<file path="config.mk">
export PLATFORM = sky130hd
export DESIGN_NAME = smtp_command_recognizer_top_flat
export DESIGN_NICKNAME = d
export VERILOG_FILES = /design/src/rtl/smtpcr_pkg.sv /design/src/rtl/smtpcr_in_if.sv /design/src/rtl/smtpcr_out_if.sv /design/src/rtl/smtpcr_scan.sv /design/src/rtl/smtpcr_rules.sv /design/src/rtl/smtp_command_recognizer_top.sv /design/src/flat_wrapper.sv
export SDC_FILE = /design/constraint.sdc
export NUM_CORES = 1
export LEC_CHECK = 0
export BUFFER_PORTS_ARGS = -buffer_cell sky130_fd_sc_hd__buf_4
export CELL_PAD_IN_SITES_DETAIL_PLACEMENT = 1
export CELL_PAD_IN_SITES_GLOBAL_PLACEMENT = 1
export CORE_ASPECT_RATIO = 0.75
export CORE_MARGIN = 2
export CORE_UTILIZATION = 41
export DETAILED_ROUTE_END_ITERATION = 8
export PLACE_DENSITY = 0.79
export SLEW_MARGIN = 15
export SYNTH_ARGS = -nofsm -noshare
export SYNTH_HDL_FRONTEND = slang
export SYNTH_SLANG_ARGS = --single-unit
</file>
<file path="constraint.sdc">
create_clock -name clk -period 3.56 [get_ports clk]
set_clock_uncertainty 0.15 [all_clocks]
set_input_delay 0.356 -clock clk [delete_from_list [all_inputs] [get_ports clk]]
set_output_delay 0.356 -clock clk [all_outputs]
set_load 0.02 [all_outputs]
</file>
<file path="src/rtl/smtpcr_pkg.sv">
`timescale 1ns / 1ps
// ----------------------------------------------------------------------------
// smtpcr_pkg
// Shared types, reply and session codes, and command prefix tables for the
// smtp command recognizer.
// ----------------------------------------------------------------------------
package smtpcr_pkg;

    // session states
    localparam logic [2:0] ST_CLOSED    = 3'd0;
    localparam logic [2:0] ST_CONNECTED = 3'd1;
    localparam logic [2:0] ST_HELLO     = 3'd2;
    localparam logic [2:0] ST_MAIL      = 3'd3;
    localparam logic [2:0] ST_RCPT      = 3'd4;
    localparam logic [2:0] ST_DATA      = 3'd5;
    localparam logic [2:0] ST_BODY      = 3'd6;

    // reply codes
    localparam logic [2:0] RPL_NONE     = 3'd0;
    localparam logic [2:0] RPL_HELLO_OK = 3'd1;
    localparam logic [2:0] RPL_OK       = 3'd2;
    localparam logic [2:0] RPL_START    = 3'd3;
    localparam logic [2:0] RPL_BYE      = 3'd4;
    localparam logic [2:0] RPL_SENT     = 3'd5;
    localparam logic [2:0] RPL_ERROR    = 3'd6;

    // prefix lengths
    localparam logic [3:0] HELLO_LEN = 4'd4;
    localparam logic [3:0] MAIL_LEN  = 4'd9;
    localparam logic [3:0] RCPT_LEN  = 4'd7;
    localparam logic [3:0] DATA_LEN  = 4'd4;
    localparam logic [3:0] QUIT_LEN  = 4'd4;
    localparam logic [3:0] TAIL_LEN  = 4'd3;
    localparam logic [3:0] POS_MAX   = 4'd15;

    // characters
    localparam logic [7:0] CH_H     = 8'h48;
    localparam logic [7:0] CH_E     = 8'h45;
    localparam logic [7:0] CH_L     = 8'h4C;
    localparam logic [7:0] CH_O     = 8'h4F;
    localparam logic [7:0] CH_SPACE = 8'h20;
    localparam logic [23:0] END_OF_BODY = 24'h2E0D0A;

    // per-chunk summary, valid on the last byte of a chunk
    typedef struct packed {
        logic        hello;
        logic        mail;
        logic        rcpt;
        logic        data;
        logic        quit;
        logic [3:0]  len;
        logic [23:0] tail;
    } scan_t;

    // one result word
    typedef struct packed {
        logic [2:0] reply_code;
        logic       body_chunk;
        logic       session_closed;
        logic [2:0] new_session_state;
    } result_t;

    // "MAIL FROM" character at position p
    function automatic logic [7:0] mail_char(input logic [3:0] p);
        logic [7:0] c;
        case (p)
            4'd0:    c = 8'h4D;
            4'd1:    c = 8'h41;
            4'd2:    c = 8'h49;
            4'd3:    c = 8'h4C;
            4'd4:    c = 8'h20;
            4'd5:    c = 8'h46;
            4'd6:    c = 8'h52;
            4'd7:    c = 8'h4F;
            4'd8:    c = 8'h4D;
            default: c = 8'h00;
        endcase
        return c;
    endfunction

    // "RCPT TO" character at position p
    function automatic logic [7:0] rcpt_char(input logic [3:0] p);
        logic [7:0] c;
        case (p)
            4'd0:    c = 8'h52;
            4'd1:    c = 8'h43;
            4'd2:    c = 8'h50;
            4'd3:    c = 8'h54;
            4'd4:    c = 8'h20;
            4'd5:    c = 8'h54;
            4'd6:    c = 8'h4F;
            default: c = 8'h00;
        endcase
        return c;
    endfunction

    // "DATA" character at position p
    function automatic logic [7:0] data_char(input logic [3:0] p);
        logic [7:0] c;
        case (p)
            4'd0:    c = 8'h44;
            4'd1:    c = 8'h41;
            4'd2:    c = 8'h54;
            4'd3:    c = 8'h41;
            default: c = 8'h00;
        endcase
        return c;
    endfunction

    // "QUIT" character at position p
    function automatic logic [7:0] quit_char(input logic [3:0] p);
        logic [7:0] c;
        case (p)
            4'd0:    c = 8'h51;
            4'd1:    c = 8'h55;
            4'd2:    c = 8'h49;
            4'd3:    c = 8'h54;
            default: c = 8'h00;
        endcase
        return c;
    endfunction

endpackage

</file>
<file path="src/rtl/smtpcr_in_if.sv">
`timescale 1ns / 1ps
// ----------------------------------------------------------------------------
// smtpcr_in_if
// Byte channel into the recognizer: one received byte and its chunk end flag.
// ----------------------------------------------------------------------------
interface smtpcr_in_if;
    logic       valid;
    logic       ready;
    logic [7:0] rx_byte;
    logic       chunk_end;

    modport source (output valid, output rx_byte, output chunk_end, input ready);
    modport sink   (input valid, input rx_byte, input chunk_end, output ready);
endinterface

</file>
<file path="src/rtl/smtpcr_out_if.sv">
`timescale 1ns / 1ps
// ----------------------------------------------------------------------------
// smtpcr_out_if
// Result channel out of the recognizer: reply code, flags and new state.
// ----------------------------------------------------------------------------
interface smtpcr_out_if;
    logic       valid;
    logic       ready;
    logic [2:0] reply_code;
    logic       body_chunk;
    logic       session_closed;
    logic [2:0] new_session_state;

    modport source (output valid, output reply_code, output body_chunk,
                    output session_closed, output new_session_state, input ready);
    modport sink   (input valid, input reply_code, input body_chunk,
                    input session_closed, input new_session_state, output ready);
endinterface

</file>
<file path="src/rtl/smtpcr_scan.sv">
`timescale 1ns / 1ps
// ----------------------------------------------------------------------------
// smtpcr_scan
// Per-chunk byte tracker: position, prefix match flags and last three bytes.
// ----------------------------------------------------------------------------
module smtpcr_scan
(
    input  logic               clk,
    input  logic               rst_n,
    input  logic               accept,
    input  logic [7:0]         rx_byte,
    input  logic               chunk_end,
    output smtpcr_pkg::scan_t  summary
);

    logic [3:0]  pos_reg,   pos_next;
    logic        hello_reg, hello_next;
    logic        mail_reg,  mail_next;
    logic        rcpt_reg,  rcpt_next;
    logic        data_reg,  data_next;
    logic        quit_reg,  quit_next;
    logic [23:0] tail_reg,  tail_next;
    logic [7:0]  prev;

    assign prev = tail_reg[7:0];

    // match flags with the current byte folded in
    always_comb
    begin
        hello_next = hello_reg;
        case (pos_reg)
            4'd0:    if (rx_byte != smtpcr_pkg::CH_H && rx_byte != smtpcr_pkg::CH_E)
                         hello_next = 1'b0;
            4'd1:    if (!((prev == smtpcr_pkg::CH_H && rx_byte == smtpcr_pkg::CH_E) ||
                           (prev == smtpcr_pkg::CH_E && rx_byte == smtpcr_pkg::CH_H)))
                         hello_next = 1'b0;
            4'd2:    if (rx_byte != smtpcr_pkg::CH_L)
                         hello_next = 1'b0;
            4'd3:    if (rx_byte != smtpcr_pkg::CH_O)
                         hello_next = 1'b0;
            4'd4:    if (rx_byte != smtpcr_pkg::CH_SPACE)
                         hello_next = 1'b0;
            default: hello_next = hello_reg;
        endcase

        mail_next = mail_reg;
        if (pos_reg < smtpcr_pkg::MAIL_LEN && smtpcr_pkg::mail_char(pos_reg) != rx_byte)
            mail_next = 1'b0;
        rcpt_next = rcpt_reg;
        if (pos_reg < smtpcr_pkg::RCPT_LEN && smtpcr_pkg::rcpt_char(pos_reg) != rx_byte)
            rcpt_next = 1'b0;
        data_next = data_reg;
        if (pos_reg < smtpcr_pkg::DATA_LEN && smtpcr_pkg::data_char(pos_reg) != rx_byte)
            data_next = 1'b0;
        quit_next = quit_reg;
        if (pos_reg < smtpcr_pkg::QUIT_LEN && smtpcr_pkg::quit_char(pos_reg) != rx_byte)
            quit_next = 1'b0;

        tail_next = {tail_reg[15:0], rx_byte};
        pos_next  = (pos_reg == smtpcr_pkg::POS_MAX) ? pos_reg : pos_reg + 4'd1;
    end

    // summary of the chunk as seen with this byte
    assign summary.hello = hello_next;
    assign summary.mail  = mail_next;
    assign summary.rcpt  = rcpt_next;
    assign summary.data  = data_next;
    assign summary.quit  = quit_next;
    assign summary.len   = pos_next;
    assign summary.tail  = tail_next;

    // tracker registers, cleared after each chunk end
    always_ff @(posedge clk or negedge rst_n)
    begin
        if (!rst_n)
        begin
            pos_reg   <= 4'd0;
            hello_reg <= 1'b1;
            mail_reg  <= 1'b1;
            rcpt_reg  <= 1'b1;
            data_reg  <= 1'b1;
            quit_reg  <= 1'b1;
            tail_reg  <= 24'd0;
        end
        else if (accept)
        begin
            if (chunk_end)
            begin
                pos_reg   <= 4'd0;
                hello_reg <= 1'b1;
                mail_reg  <= 1'b1;
                rcpt_reg  <= 1'b1;
                data_reg  <= 1'b1;
                quit_reg  <= 1'b1;
                tail_reg  <= 24'd0;
            end
            else
            begin
                pos_reg   <= pos_next;
                hello_reg <= hello_next;
                mail_reg  <= mail_next;
                rcpt_reg  <= rcpt_next;
                data_reg  <= data_next;
                quit_reg  <= quit_next;
                tail_reg  <= tail_next;
            end
        end
    end

endmodule

</file>
<file path="src/rtl/smtpcr_rules.sv">
`timescale 1ns / 1ps
// ----------------------------------------------------------------------------
// smtpcr_rules
// Session state register and the priority rules applied at each chunk end.
// ----------------------------------------------------------------------------
module smtpcr_rules
(
    input  logic                 clk,
    input  logic                 rst_n,
    input  logic                 commit,
    input  smtpcr_pkg::scan_t    summary,
    output smtpcr_pkg::result_t  result
);

    logic [2:0] state_reg, state_next;
    logic [2:0] reply;

    // priority rules on the finished chunk
    always_comb
    begin
        state_next = state_reg;
        reply      = smtpcr_pkg::RPL_ERROR;
        if (summary.hello && summary.len >= smtpcr_pkg::HELLO_LEN)
        begin
            state_next = smtpcr_pkg::ST_HELLO;
            reply      = smtpcr_pkg::RPL_HELLO_OK;
        end
        else if (summary.mail && summary.len >= smtpcr_pkg::MAIL_LEN &&
                 state_reg >= smtpcr_pkg::ST_HELLO)
        begin
            state_next = smtpcr_pkg::ST_MAIL;
            reply      = smtpcr_pkg::RPL_OK;
        end
        else if (summary.rcpt && summary.len >= smtpcr_pkg::RCPT_LEN &&
                 state_reg >= smtpcr_pkg::ST_MAIL)
        begin
            state_next = smtpcr_pkg::ST_RCPT;
            reply      = smtpcr_pkg::RPL_OK;
        end
        else if (summary.data && summary.len >= smtpcr_pkg::DATA_LEN &&
                 state_reg >= smtpcr_pkg::ST_RCPT)
        begin
            state_next = smtpcr_pkg::ST_DATA;
            reply      = smtpcr_pkg::RPL_START;
        end
        else if (summary.quit && summary.len >= smtpcr_pkg::QUIT_LEN)
        begin
            state_next = smtpcr_pkg::ST_CLOSED;
            reply      = smtpcr_pkg::RPL_BYE;
        end
        else if (state_reg >= smtpcr_pkg::ST_DATA)
        begin
            state_next = smtpcr_pkg::ST_BODY;
            reply      = (summary.len >= smtpcr_pkg::TAIL_LEN &&
                          summary.tail == smtpcr_pkg::END_OF_BODY) ?
                         smtpcr_pkg::RPL_SENT : smtpcr_pkg::RPL_NONE;
        end
    end

    assign result.reply_code        = reply;
    assign result.body_chunk        = (state_next == smtpcr_pkg::ST_BODY);
    assign result.session_closed    = (state_next == smtpcr_pkg::ST_CLOSED);
    assign result.new_session_state = state_next;

    // session state, kept across chunks
    always_ff @(posedge clk or negedge rst_n)
    begin
        if (!rst_n)
            state_reg <= smtpcr_pkg::ST_CONNECTED;
        else if (commit)
            state_reg <= state_next;
    end

endmodule

</file>
<file path="src/rtl/smtp_command_recognizer_top.sv">
`timescale 1ns / 1ps
// a result word is registered and appears in the cycle after the last byte of a chunk is taken
// throughput: one byte per cycle; the result register frees the input side
// as long as the previous result is taken, so bytes keep flowing back to back
// bytes that are not last in a chunk give no result
// reset: session state goes to connected, chunk tracking and output valid clear
// ----------------------------------------------------------------------------
// smtp_command_recognizer_top
// Recognizes smtp commands in received chunks and gives the reply code and
// the new session state for each chunk.
// ----------------------------------------------------------------------------
module smtp_command_recognizer_top
(
    input  logic        clk,
    input  logic        rst_n,
    smtpcr_in_if.sink   cmd,
    smtpcr_out_if.source resp
);

    logic                 accept;
    logic                 commit;
    smtpcr_pkg::scan_t    summary;
    smtpcr_pkg::result_t  result;
    logic                 out_valid_reg;
    smtpcr_pkg::result_t  out_data_reg;

    // input handshake: free when the result register is empty or draining
    assign cmd.ready = !out_valid_reg || resp.ready;
    assign accept    = cmd.valid && cmd.ready;
    assign commit    = accept && cmd.chunk_end;

    // byte tracker
    smtpcr_scan u_scan
    (
        .clk       (clk),
        .rst_n     (rst_n),
        .accept    (accept),
        .rx_byte   (cmd.rx_byte),
        .chunk_end (cmd.chunk_end),
        .summary   (summary)
    );

    // session rules
    smtpcr_rules u_rules
    (
        .clk     (clk),
        .rst_n   (rst_n),
        .commit  (commit),
        .summary (summary),
        .result  (result)
    );

    // result register valid flag
    always_ff @(posedge clk or negedge rst_n)
    begin
        if (!rst_n)
            out_valid_reg <= 1'b0;
        else if (commit)
            out_valid_reg <= 1'b1;
        else if (resp.ready)
            out_valid_reg <= 1'b0;
    end

    // result register payload
    always_ff @(posedge clk)
    begin
        if (commit)
            out_data_reg <= result;
    end

    assign resp.valid             = out_valid_reg;
    assign resp.reply_code        = out_data_reg.reply_code;
    assign resp.body_chunk        = out_data_reg.body_chunk;
    assign resp.session_closed    = out_data_reg.session_closed;
    assign resp.new_session_state = out_data_reg.new_session_state;

`ifndef SYNTHESIS
    a_end_gives_word: assert property (@(posedge clk) disable iff (!rst_n)
        commit |=> out_valid_reg)
        else $error("chunk end did not produce a result word");

    a_stall_only_when_full: assert property (@(posedge clk) disable iff (!rst_n)
        !cmd.ready |-> out_valid_reg)
        else $error("input stalled with empty result register");

    a_body_flag: assert property (@(posedge clk) disable iff (!rst_n)
        out_valid_reg |-> (out_data_reg.body_chunk ==
                           (out_data_reg.new_session_state == smtpcr_pkg::ST_BODY)))
        else $error("body flag disagrees with new state");

    a_closed_flag: assert property (@(posedge clk) disable iff (!rst_n)
        out_valid_reg |-> (out_data_reg.session_closed ==
                           (out_data_reg.new_session_state == smtpcr_pkg::ST_CLOSED)))
        else $error("closed flag disagrees with new state");

    a_hello_state: assert property (@(posedge clk) disable iff (!rst_n)
        (out_valid_reg && out_data_reg.reply_code == smtpcr_pkg::RPL_HELLO_OK) |->
        (out_data_reg.new_session_state == smtpcr_pkg::ST_HELLO))
        else $error("hello reply without hello state");
`endif

endmodule
</file>
<file path="src/flat_wrapper.sv">
// flat-port wrapper written by rule: the top's interface ports become plain ports
module smtp_command_recognizer_top_flat 
  (clk, rst_n, cmd_valid, cmd_rx_byte, cmd_chunk_end, cmd_ready, resp_valid, resp_reply_code, resp_body_chunk, resp_session_closed, resp_new_session_state, resp_ready);
  smtpcr_in_if cmd_i ();
  smtpcr_out_if resp_i ();
  input  logic clk;
  input  logic rst_n;
  input wire logic [$bits(cmd_i.valid)-1:0] cmd_valid;
  input wire logic [$bits(cmd_i.rx_byte)-1:0] cmd_rx_byte;
  input wire logic [$bits(cmd_i.chunk_end)-1:0] cmd_chunk_end;
  output wire logic [$bits(cmd_i.ready)-1:0] cmd_ready;
  output wire logic [$bits(resp_i.valid)-1:0] resp_valid;
  output wire logic [$bits(resp_i.reply_code)-1:0] resp_reply_code;
  output wire logic [$bits(resp_i.body_chunk)-1:0] resp_body_chunk;
  output wire logic [$bits(resp_i.session_closed)-1:0] resp_session_closed;
  output wire logic [$bits(resp_i.new_session_state)-1:0] resp_new_session_state;
  input wire logic [$bits(resp_i.ready)-1:0] resp_ready;
  assign cmd_i.valid = cmd_valid;
  assign cmd_i.rx_byte = cmd_rx_byte;
  assign cmd_i.chunk_end = cmd_chunk_end;
  assign cmd_ready = cmd_i.ready;
  assign resp_valid = resp_i.valid;
  assign resp_reply_code = resp_i.reply_code;
  assign resp_body_chunk = resp_i.body_chunk;
  assign resp_session_closed = resp_i.session_closed;
  assign resp_new_session_state = resp_i.new_session_state;
  assign resp_i.ready = resp_ready;
  smtp_command_recognizer_top u_core (.clk(clk), .rst_n(rst_n), .cmd(cmd_i), .resp(resp_i));
endmodule
</file>
==> reports/metrics.csv, run 1 <==
stage,metric,value,unit
drt,drc,0,
sta,rsz0062_at_grt,no,
floorplanning,rows,26,
synth,yosysSeqAreaShare,0.3484,
cells_and_area,finish.instance_area,3068,um2
global_route,grt_pass1_wl,13150,um
floorplanning,fp.dieArea,7498,um2
power_and_ir_drop,ir_drop,0.2518,mV
power_and_ir_drop,internal-power,846.0,uW
clocking,numCtsBuffers,5,
cells_and_area,nFillCells,798,
worst_setup_path,cp.arrival,3140,ps
power_and_ir_drop,switching_share,0.3881,
drt,avgViaCountPerCell,6.066,
power_and_ir_drop,combPwrFrac,0.384,
worst_setup_path,cpPeakStageDelay,540,ps
synth,synth_common_cells,"58 x nand2_1, 24 x nor2_1, 23 x dfrtp_1",
clocking,clk_pin_slew,80,ps
worst_setup_path,crit_buf_inv,1,
sta,worstMarginPinSlew,613.5,ps
power_and_ir_drop,seqPwrFrac,0.406,
synth,ys_types,71,
power_and_ir_drop,power_density,450.7,nW/um2
synth,syn_nets,350,
run_status,status,finished clean,
worst_setup_path,cp_top_family,simple AND/OR/NAND/NOR gates,
placement,postPlaceCellArea,2975,um2
drt,wire_per_inst,18.70,um
worst_setup_path,crit_required,3450,ps
global_route,grt_max_degree,38,
synth,yosys.area.top_type_share,0.2060,
sta,fmax,307.5,MHz
cells_and_area,finalCoreUtilization,0.4578,
power_and_ir_drop,p_leak,1.284,nW
floorplanning,fp.dieW,99.32,um
global_route,grt_use_total,0.2254,
floorplanning,chipHeight,75.49,um
clocking,cts_hold_buf,1,
min_path,holdCritPathClass,input pin to register,
synth,synth_area_leaders,"dfrtp_1 21%, edfxtp_1 8.6%, nand2_1 7.8%",
floorplanning,initial_core_util,0.4169,
cells_and_area,diodes,0,
synth,ys_ff_latch,37,
power_and_ir_drop,p_switching,536.7,uW
synth,yosysWarnings,0,
clocking,insertion_delay,290,ps
global_route,antenna_found_initial,0,
clocking,numClockSinks,37,
synth,async_flop_share,0.7838,
worst_setup_path,critPathLaunchType,register,
synth,ys.flop_type,dfrtp_1,
clocking,cts-root-buf,clkbuf_8,
cells_and_area,final_nets,358,
power_and_ir_drop,pwr-share-clk,0.210,
sta,period_share,0.9134,
drt,totalWireLength,7947,um
worst_setup_path,cp-end-kind,register,
sta,final-setup-viol-count,0,
synth,syn-instance-count,332,
cells_and_area,largest_reg_flops,16,
worst_setup_path,criticalPathCategory,register to register,
clocking,cts_tree,done,
drt,first_iter_violations,108,
sta,drv_slew,0,
placement,port_buffers,22,
clocking,htree_levels,2,
clocking,clockBufferDepth,2,
clocking,cts_setup_buffers,0,
cells_and_area,stdcell_count,425,
drt,ant_nets,0,
synth,synth-edff-count,8,
cells_and_area,area_delta_synth_final,9.807,%
synth,synth_area_per_cell,8.415,um2
placement,hpwl,5839,um
sta,min_period,3252,ps
synth,yosys.area.top_type,dfrtp_1,
job,cap_violations,0,
worst_setup_path,crit_slowest_cell,ha_1,
placement,place_inst,416,
sta,finalHoldViolCount,0,
synth,synth.cell_area,2794,um2
power_and_ir_drop,fin_total_pwr,1.383,mW
global_route,grt_overflow,0,
synth,yosys.cell_count.top_type,nand2_1,
cells_and_area,drive_above_1_share,0.1642,
floorplanning,core,6701,um2
drt,vias,2578,
drt,firstDrtPassIters,4,
worst_setup_path,critical_path.cell_chain,"inv_1, ha_1, nand3b_4, mux2_4, or4_4, o31ai_4, a22oi_4, nand2_1, o21bai_1",
floorplanning,io_pins,23,
clocking,cts-resized-gates,0,
worst_setup_path,cp_max_fo,13,
sta,slew-limit-headroom,0.5906,
sta,tns,0,ps
global_route,grt_pass1_vias,2603,
placement,place.gp.congestion,0.8014,
[power groups by stage]
stage	Sequential, mW	Clock (mW)	Combinational (mW)
after global routing	0.571	0.308	0.588
after global placement	0.567	0	0.503
after floorplan	0.558	0	0.386
after detailed placement	0.570	0	0.528
final	0.562	0.290	0.531
after CTS	0.562	0.294	0.532
[kinds of logic (layout without fill, tap and decap cells)]
group,after synthesis,after routing,share of synthesized area
mux,6,6,0.02373
flops,37,37,0.3484
xor+xnor,5,5,0.01567
fa+ha+maj,5,5,0.02239
compound gates,101,101,0.2750
buf+inv,39,48,0.06225
simple gates,139,139,0.2526
[layer usage]
metal	global-route usage	vias up	routed length, um
li1	-	1237	-
met1	0.2977	1281	3923
met2	0.3919	50	3687
met3	0.03761	10	246
met4	0.05936	0	90
met5	0	-	0
[worst reg2reg max path: cells and delay by family (launching register included)]
| kind | cells | cell delay [ps] |
|---|---|---|
| muxes | 1 | 320 |
| buffers and inverters | 1 | 130 |
| AOI/OAI and AO/OA | 3 | 590 |
| DFF | 1 | 450 |
| and+or+nand+nor | 3 | 810 |
| adders and majority gates | 1 | 540 |
[final timing paths]
check                                         start                               end  slack [ps]  cells past startpoint
max                        u_core.u_scan.pos_reg[1]  u_core.resp.new_session_state[1]         310                      9
min                                   cmd_chunk_end         u_core.u_scan.tail_reg[6]         190                      2
max reg2reg                u_core.u_scan.pos_reg[1]  u_core.resp.new_session_state[1]         310                      9
min reg2reg                  u_core.u_scan.quit_reg            u_core.u_scan.quit_reg         330                      2
max in group asynchronous                     rst_n           u_core.u_scan.hello_reg        2560                      2
min in group asynchronous                     rst_n          u_core.u_scan.pos_reg[0]         370                      2
[final cells by class]
class                      instances  area (um2)  area share
multi-input combinational        256        1647      0.5367
sequential                        37       973.4      0.3173
timing repair buffer              28       212.7     0.06933
tap                               84       105.1     0.03426
clock buffer                       6       72.57     0.02365
inverter                          12       47.55     0.01550
clock inverter                     2       10.01    0.003263
[per-stage QoR]
stage / hold WS (ps) / setup WS [ps]
3_5_place_dp: 153.0 / 313.3
6_report: 191.0 / 308.2
2_1_floorplan: -89.59 / 596.7
3_3_place_gp: 154.6 / 424.8
4_1_cts: 179.7 / 304.5
5_1_grt: 195.1 / 78.69
[layout by cell type (no fill, tap or decap), types with 4 or more instances in the layout]
cell,n
nand2_1,58
buf_4,27
nor2_1,24
dfrtp_1,23
o21ai_0,22
a21oi_1,15
inv_1,11
edfxtp_1,8
o31ai_1,7
nor4_1,7
a31oi_1,7
nand2b_1,6
nand4_1,6
dfstp_2,6
o211ai_1,5
ha_1,5
clkbuf_8,5
and3_1,4
o21bai_1,4
nor2b_1,4
nor3_1,4
xnor2_1,4
a21o_1,4
mux2i_1,4
Note: power is estimated with default switching activity, not from simulation.
==> inputs of run 2 (changes only) <==
--- a/config.mk
+++ b/config.mk
@@ -12,6 +12,7 @@
 export CORE_MARGIN = 2
 export CORE_UTILIZATION = 41
 export DETAILED_ROUTE_END_ITERATION = 8
+export MAX_ROUTING_LAYER = met4
 export PLACE_DENSITY = 0.79
 export SLEW_MARGIN = 15
 export SYNTH_ARGS = -nofsm -noshare
==> run 2 against run 1 <==
Worst hold slack worse by 7.9 ps. Non-clock buffer count stayed put. Final cell count stayed put. Total power is 0.26% higher. Via count is 0.12% lower. Core utilization stayed put. First-iteration DRC count is 18% lower. Sequential share of layout area stayed put. Sequential cell count stayed put. Combinational power hardly changed. Sequential power hardly changed.
==> reports/metrics.csv, run 2 (synthesized netlist as in run 1, its figures left out) <==
stage,metric,value,unit,change
run_status,status,finished clean,,
sta,slew-limit-headroom,0.5825,,-0.008033
worst_setup_path,criticalPathCategory,register to register,,
worst_setup_path,worstSetupStartpoint,u_core.u_scan.pos_reg[1],,
sta,worstMarginPinSlew,625.6,ps,+12.04 ps
drt,vias,2575,,-0.12%
global_route,grt_pass1_vias,2601,,-0.077%
global_route,grt_max_degree,38,,unchanged
clocking,numClockSinks,37,,unchanged
floorplanning,initial_core_util,0.4169,,unchanged
worst_setup_path,reg2reg_depth,9,,unchanged
cells_and_area,mostFrequentLayoutCell,nand2_1,,
placement,port_buffers,22,,unchanged
worst_setup_path,r2r-start,u_core.u_scan.pos_reg[1],,
clocking,cts_setup_buffers,0,,unchanged
floorplanning,fp.dieArea,7498,um2,unchanged
clocking,cts-root-buf,clkbuf_8,,
placement,postPlaceCellArea,2975,um2,unchanged
sta,drv_slew,0,,unchanged
clocking,cts_tree,done,,
worst_setup_path,cp_top_family,simple AND/OR/NAND/NOR gates,,
sta,fmax,310.3,MHz,+0.90%
worst_setup_path,crit_buf_inv,1,,unchanged
placement,hpwl,5839,um,unchanged
drt,first_iter_violations,89,,-18%
sta,rsz0062_at_grt,no,,
floorplanning,io_pins,23,,unchanged
drt,drc,0,,unchanged
cells_and_area,final_cell_mix,"58 x nand2_1, 27 x buf_4, 24 x nor2_1",,
floorplanning,rows,26,,unchanged
clocking,clockBufferDepth,2,,unchanged
global_route,antenna_found_initial,0,,unchanged
power_and_ir_drop,p_leak,1.284,nW,unchanged
job,cap_violations,0,,unchanged
drt,firstDrtPassIters,4,,unchanged
worst_setup_path,cp.depth,9,,unchanged
global_route,grt_pass1_wl,13160,um,about the same
power_and_ir_drop,ir_drop,0.2526,mV,+0.35%
worst_setup_path,crit_slowest_cell,or4_4,,
clocking,numCtsBuffers,5,,unchanged
worst_setup_path,critPathLaunchType,register,,
cells_and_area,largest_reg_flops,16,,unchanged
floorplanning,chipHeight,75.49,um,unchanged
min_path,hold_depth,2,,unchanged
clocking,clk_pin_slew,70,ps,about the same
drt,avgViaCountPerCell,6.059,,-0.12%
worst_setup_path,cp_max_fo,13,,unchanged
global_route,grt_use_total,0.2326,,+0.007270
floorplanning,core,6701,um2,unchanged
drt,totalWireLength,7970,um,+0.29%
sta,tns,0,ps,unchanged
floorplanning,fp.dieW,99.32,um,unchanged
cells_and_area,finalCoreUtilization,0.4578,,unchanged
placement,place.gp.congestion,0.8129,,+1.4%
worst_setup_path,cpPeakStageDelay,540,ps,about the same
global_route,grt_overflow,0,,unchanged
clocking,cts-resized-gates,0,,unchanged
drt,ant_nets,0,,unchanged
worst_setup_path,cp-end-kind,register,,
power_and_ir_drop,power_density,451.8,nW/um2,+0.26%
cells_and_area,final_nets,358,,unchanged
sta,min_period,3223,ps,-28.89 ps
sta,period_share,0.9053,,-0.008115
cells_and_area,area_delta_synth_final,9.807,%,unchanged
min_path,min_from,cmd_chunk_end,,
sta,fin_ws,337.1,ps,+28.89 ps
clocking,htree_levels,2,,unchanged
worst_setup_path,cp.arrival,3120,ps,-20 ps
sta,final-setup-viol-count,0,,unchanged
min_path,holdCritPathClass,input pin to register,,
sta,finalHoldViolCount,0,,unchanged
placement,dpl_worst_slack,313.3,ps,unchanged
clocking,insertion_delay,300,ps,about the same
clocking,cts_hold_buf,1,,unchanged
worst_setup_path,critical_path.cell_chain,"inv_1, ha_1, nand3b_4, mux2_4, or4_4, o31ai_4, a22oi_4, nand2_1, o21bai_1",,
cells_and_area,finish.instance_area,3068,um2,unchanged
worst_setup_path,crit_required,3460,ps,about the same
cells_and_area,drive_above_1_share,0.1642,,unchanged
drt,wire_per_inst,18.75,um,+0.29%
cells_and_area,diodes,0,,unchanged
## run 2: metrics by stage
| stage | cells | hold slack [ps] | total power [mW] |
|---|---|---|---|
| 4_1_cts | 425 | 179.7 | 1.388 |
| 6_report | 425 | 183.1 | 1.386 |
| 3_5_place_dp | 416 | 153.0 | 1.098 |
| 2_1_floorplan | 332 | -89.59 | 0.9444 |
| 5_1_grt | 425 | 195.1 | 1.467 |
| 3_3_place_gp | 416 | 154.6 | 1.069 |
## run 2: metal layers
metal | vias up | wire, um | track usage
li1 | 1240 | - | -
met1 | 1282 | 3918 | 0.2965
met2 | 45 | 3709 | 0.3934
met3 | 8 | 245 | 0.03761
met4 | 0 | 97 | 0.05936
met5 | - | 0 | -
## run 2: area by class of cell
type	count	area, um2
clock inverter	2	10.01
clock buffer	6	72.57
fill	798	3633
inverter	12	47.55
tap	84	105.1
multi-input combinational	256	1647
timing repair buffer	28	212.7
sequential	37	973.4
## run 2: final timing paths
path | slack, ps | end
min | 180 | u_core.u_scan.tail_reg[6]
max | 340 | u_core.resp.new_session_state[1]
min in group asynchronous | 360 | u_core.u_scan.pos_reg[0]
min reg2reg | 330 | u_core.u_scan.quit_reg
max reg2reg | 340 | u_core.resp.new_session_state[1]
max in group asynchronous | 2570 | u_core.u_scan.hello_reg
## run 2: worst reg2reg max path: cells and delay by family (launching register included)
kind / cells / cell delay (ps)
simple gates: 3 / 810
compound gates: 3 / 580
fa+ha+maj: 1 / 530
flops: 1 / 450
mux: 1 / 320
buf+inv: 1 / 130
## run 2: power breakdown
| part | leakage [nW] | internal (mW) | total, mW | switching, mW |
|---|---|---|---|---|
| logic | 0.807 | 0.204 | 0.532 | 0.328 |
| registers | 0.432 | 0.506 | 0.562 | 0.0562 |
| clock network | 0.0450 | 0.136 | 0.292 | 0.156 |
==> inputs of run 3 (changes only) <==
--- a/config.mk
+++ b/config.mk
@@ -5,16 +5,18 @@
 export SDC_FILE = /design/constraint.sdc
 export NUM_CORES = 1
 export LEC_CHECK = 0
+export ABC_AREA = 1
 export BUFFER_PORTS_ARGS = -buffer_cell sky130_fd_sc_hd__buf_4
 export CELL_PAD_IN_SITES_DETAIL_PLACEMENT = 1
 export CELL_PAD_IN_SITES_GLOBAL_PLACEMENT = 1
 export CORE_ASPECT_RATIO = 0.75
-export CORE_MARGIN = 2
+export CORE_MARGIN = 5
 export CORE_UTILIZATION = 41
 export DETAILED_ROUTE_END_ITERATION = 8
 export MAX_ROUTING_LAYER = met4
-export PLACE_DENSITY = 0.79
+export PLACE_DENSITY = 0.82
 export SLEW_MARGIN = 15
 export SYNTH_ARGS = -nofsm -noshare
 export SYNTH_HDL_FRONTEND = slang
+export SYNTH_HIERARCHICAL = 1
 export SYNTH_SLANG_ARGS = --single-unit
==> run 3 against run 2 <==
Setup slack better by 180 ps. Total power fell by 7.8%. Final cell count increased by 16%. Sequential share of layout area increased by 1.2 points. Cell area shrank 3.7%. Area after synthesis down 2.4%. Global-route usage shrank 2.9 points. Clock power is essentially flat. Highest routed layer unchanged.
==> reports/metrics.csv, run 3 <==
stage,metric,value,unit,change
run_status,status,finished clean,,
power_and_ir_drop,p_switching,503.2,uW,-6.9%
cells_and_area,finalCoreUtilization,0.4629,,+0.005137
sta,slew-limit-headroom,0.4586,,-0.1240
clocking,numCtsBuffers,5,,unchanged
power_and_ir_drop,power_density,432.8,nW/um2,-4.2%
power_and_ir_drop,internal-power,775.5,uW,-8.3%
synth,ys.flop_type,dfrtp_1,,
worst_setup_path,cp_max_fo,8,,-5
min_path,holdCritPathClass,input pin to register,,
worst_setup_path,crit_buf_inv,3,,+2
synth,syn_nets,417,,+19%
drt,firstDrtPassIters,5,,+1
synth,syn-instance-count,399,,+20%
synth,synth_area_leaders,"dfrtp_1 21%, nand2_1 15%, inv_1 8.9%",,
global_route,globalRouteMet1Util,0.2693,,-0.02720
worst_setup_path,critPathLaunchType,register,,
cells_and_area,area_delta_synth_final,8.303,%,
synth,ys_types,34,,-52%
worst_setup_path,criticalPathCategory,register to register,,
worst_setup_path,cpPeakStageDelay,470,ps,-70 ps
clocking,htree_levels,2,,unchanged
global_route,grt_use_total,0.2033,,-0.02929
synth,synth.cell_area,2728,um2,-2.4%
power_and_ir_drop,combPwrFrac,0.356,,-0.028
worst_setup_path,cp_top_family,compound AO/OA/AOI/OAI gates,,
power_and_ir_drop,fin_total_pwr,1.279,mW,-7.8%
global_route,grt_pass1_wl,13150,um,about the same
floorplanning,rows,25,,-3.8%
power_and_ir_drop,seqPwrFrac,0.417,,+0.011
drt,vias,2657,,+3.2%
clocking,cts-root-buf,clkbuf_8,,
synth,yosysSeqAreaShare,0.3569,,+0.008471
clocking,cts_tree,done,,
power_and_ir_drop,switching_share,0.3935,,+0.003824
sta,period_share,0.8537,,-0.05159
floorplanning,fp.dieW,104.2,um,+4.9%
cells_and_area,final_cell_mix,"106 x nand2_1, 65 x inv_1, 38 x nand3_1",,
power_and_ir_drop,ir_drop,0.2151,mV,-15%
floorplanning,chipHeight,80.64,um,+6.8%
synth,ys_ff_latch,37,,unchanged
sta,drv_slew,0,,unchanged
synth,yosys.area.top_type_share,0.2110,,+0.005008
floorplanning,initial_core_util,0.4275,,+0.01054
synth,async_flop_share,0.7838,,unchanged
drt,wire_per_inst,16.21,um,-14%
sta,tns,0,ps,unchanged
floorplanning,fp.dieArea,8401,um2,+12%
sta,rsz0062_at_grt,no,,
sta,min_period,3039,ps,-183.7 ps
sta,fmax,329.0,MHz,+6.0%
worst_setup_path,cp.arrival,2940,ps,-180 ps
global_route,use_met2,0.3187,,-0.07469
drt,drc,0,,unchanged
power_and_ir_drop,pwr-share-clk,0.227,,+0.016
synth,yosysWarnings,6,,+6
global_route,grt_pass1_vias,2642,,+1.6%
global_route,top_usage_layer,met2,,
sta,final-setup-viol-count,0,,unchanged
worst_setup_path,cp-end-kind,register,,
floorplanning,io_pins,23,,unchanged
synth,yosys.area.top_type,dfrtp_1,,
sta,finalHoldViolCount,0,,unchanged
cells_and_area,diodes,0,,unchanged
power_and_ir_drop,p_leak,1.511,nW,+18%
synth,synth_area_per_cell,6.836,um2,-19%
cells_and_area,largest_reg_flops,16,,unchanged
clocking,cts-resized-gates,0,,unchanged
placement,port_buffers,22,,unchanged
drt,totalWireLength,7961,um,-0.11%
sta,worstMarginPinSlew,810.2,ps,+184.6 ps
job,cap_violations,0,,unchanged
placement,hpwl,6226,um,+6.6%
cells_and_area,final_nets,427,,+19%
cells_and_area,drive_above_1_share,0.1488,,-0.01544
global_route,grt_use_met3,0.04177,,+0.004152
global_route,grt_max_degree,30,,-21%
synth,synth_common_cells,"106 x nand2_1, 65 x inv_1, 38 x nand3_1",,
synth,synth-edff-count,8,,unchanged
synth,yosys.cell_count.top_type,nand2_1,,
drt,ant_nets,0,,unchanged
clocking,insertion_delay,300,ps,about the same
worst_setup_path,crit_required,3460,ps,about the same
worst_setup_path,critical_path.cell_chain,"inv_1, ha_1, inv_2, o21ai_2, nand3_1, a21oi_1, nand3_1, nand2_1, nand2_1, inv_1, nand2_1, nor2_2, nand2_1, a21oi_1, a21oi_1",,
global_route,grt_overflow,0,,unchanged
drt,first_iter_violations,209,,+130%
cells_and_area,mostFrequentLayoutCell,nand2_1,,
clocking,clk_pin_slew,80,ps,about the same
drt,avgViaCountPerCell,5.411,,-11%
clocking,clockBufferDepth,2,,unchanged
floorplanning,core,6381,um2,-4.8%
placement,place.gp.congestion,0.9200,,+13%
clocking,numClockSinks,37,,unchanged
global_route,antenna_found_initial,0,,unchanged
clocking,cts_setup_buffers,0,,unchanged
worst_setup_path,crit_slowest_cell,dfrtp_1,,
worst_setup_path,cpMostUsedCell,nand2_1,,
run 3: stage by stage:
step / hold slack [ps] / cell area [um2] / setup WS (ps) / instances
after floorplan: -89.59 / 2728 / 1003 / 399
after global placement: 150.5 / 2858 / 792.5 / 482
after detailed placement: 153.3 / 2858 / 601.2 / 482
after CTS: 161.9 / 2954 / 536.3 / 491
after global routing: 198.9 / 2954 / 291.3 / 491
final: 170.0 / 2954 / 520.8 / 491
run 3: cells by family (layout without fill, tap and decap cells):
logic type,count (synthesis),after routing,synth area share
AOI/OAI and AO/OA,50,50,0.1087
xor gates and xnor gates,6,6,0.01927
adders and majority gates,5,5,0.02294
buffers and inverters,93,104,0.1518
DFF,37,37,0.3569
and+or+nand+nor,208,208,0.3404
run 3: per-layer routing:
| metal | up-vias | part of all wire |
|---|---|---|
| li1 | 1278 | - |
| met1 | 1280 | 0.47 |
| met2 | 91 | 0.46 |
| met3 | 8 | 0.062 |
| met4 | 0 | 0.0094 |
| met5 | - | 0 |
run 3: repair_timing:
action	in CTS	in global routing
setup endpoints to repair	0	0
hold buffers	1	0
endpoints found under the hold margin	23	0
run 3: path summary, 6_finish.rpt:
check	from	to	slack, ps	cells after the start
worst max-delay path	u_core/u_scan/pos_reg[0]	u_core/resp.reply_code[0]	520	15
worst min-delay path	cmd_valid	u_core/resp.valid	170	3
worst max register to register	u_core/u_scan/pos_reg[0]	u_core/resp.reply_code[0]	520	15
worst min register to register	u_core/u_scan/rcpt_reg	u_core/u_scan/rcpt_reg	340	2
max in group asynchronous	rst_n	u_core/u_scan/data_reg	2560	2
min in group asynchronous	rst_n	u_core/u_scan/tail_reg[13]	360	2
run 3: layout make-up:
cell class,count,area (um2)
clock buffers,5,68.82
clock inverters,3,17.52
fillers,858,3427
inverters,72,270.3
multi-input cells,269,1340
flip-flops and latches,37,973.4
well taps,81,101.3
repair buffers,24,182.7
run 3: worst reg2reg max path: stages, from the launching register on:
cell and delay [ps]:
dfrtp_1 470, inv_1 160, ha_1 260, inv_2 80
o21ai_2 310, nand3_1 140, a21oi_1 250, nand3_1 110
nand2_1 90, nand2_1 90, inv_1 70, nand2_1 60
nor2_2 170, nand2_1 140, a21oi_1 190, a21oi_1 70
run 3: power by group through the flow:
stage / clock network [mW] / logic, mW / registers, mW
2_1_floorplan: 0 / 0.329 / 0.535
3_3_place_gp: 0 / 0.430 / 0.537
3_5_place_dp: 0 / 0.448 / 0.540
4_1_cts: 0.300 / 0.450 / 0.533
5_1_grt: 0.322 / 0.508 / 0.541
6_report: 0.290 / 0.455 / 0.533
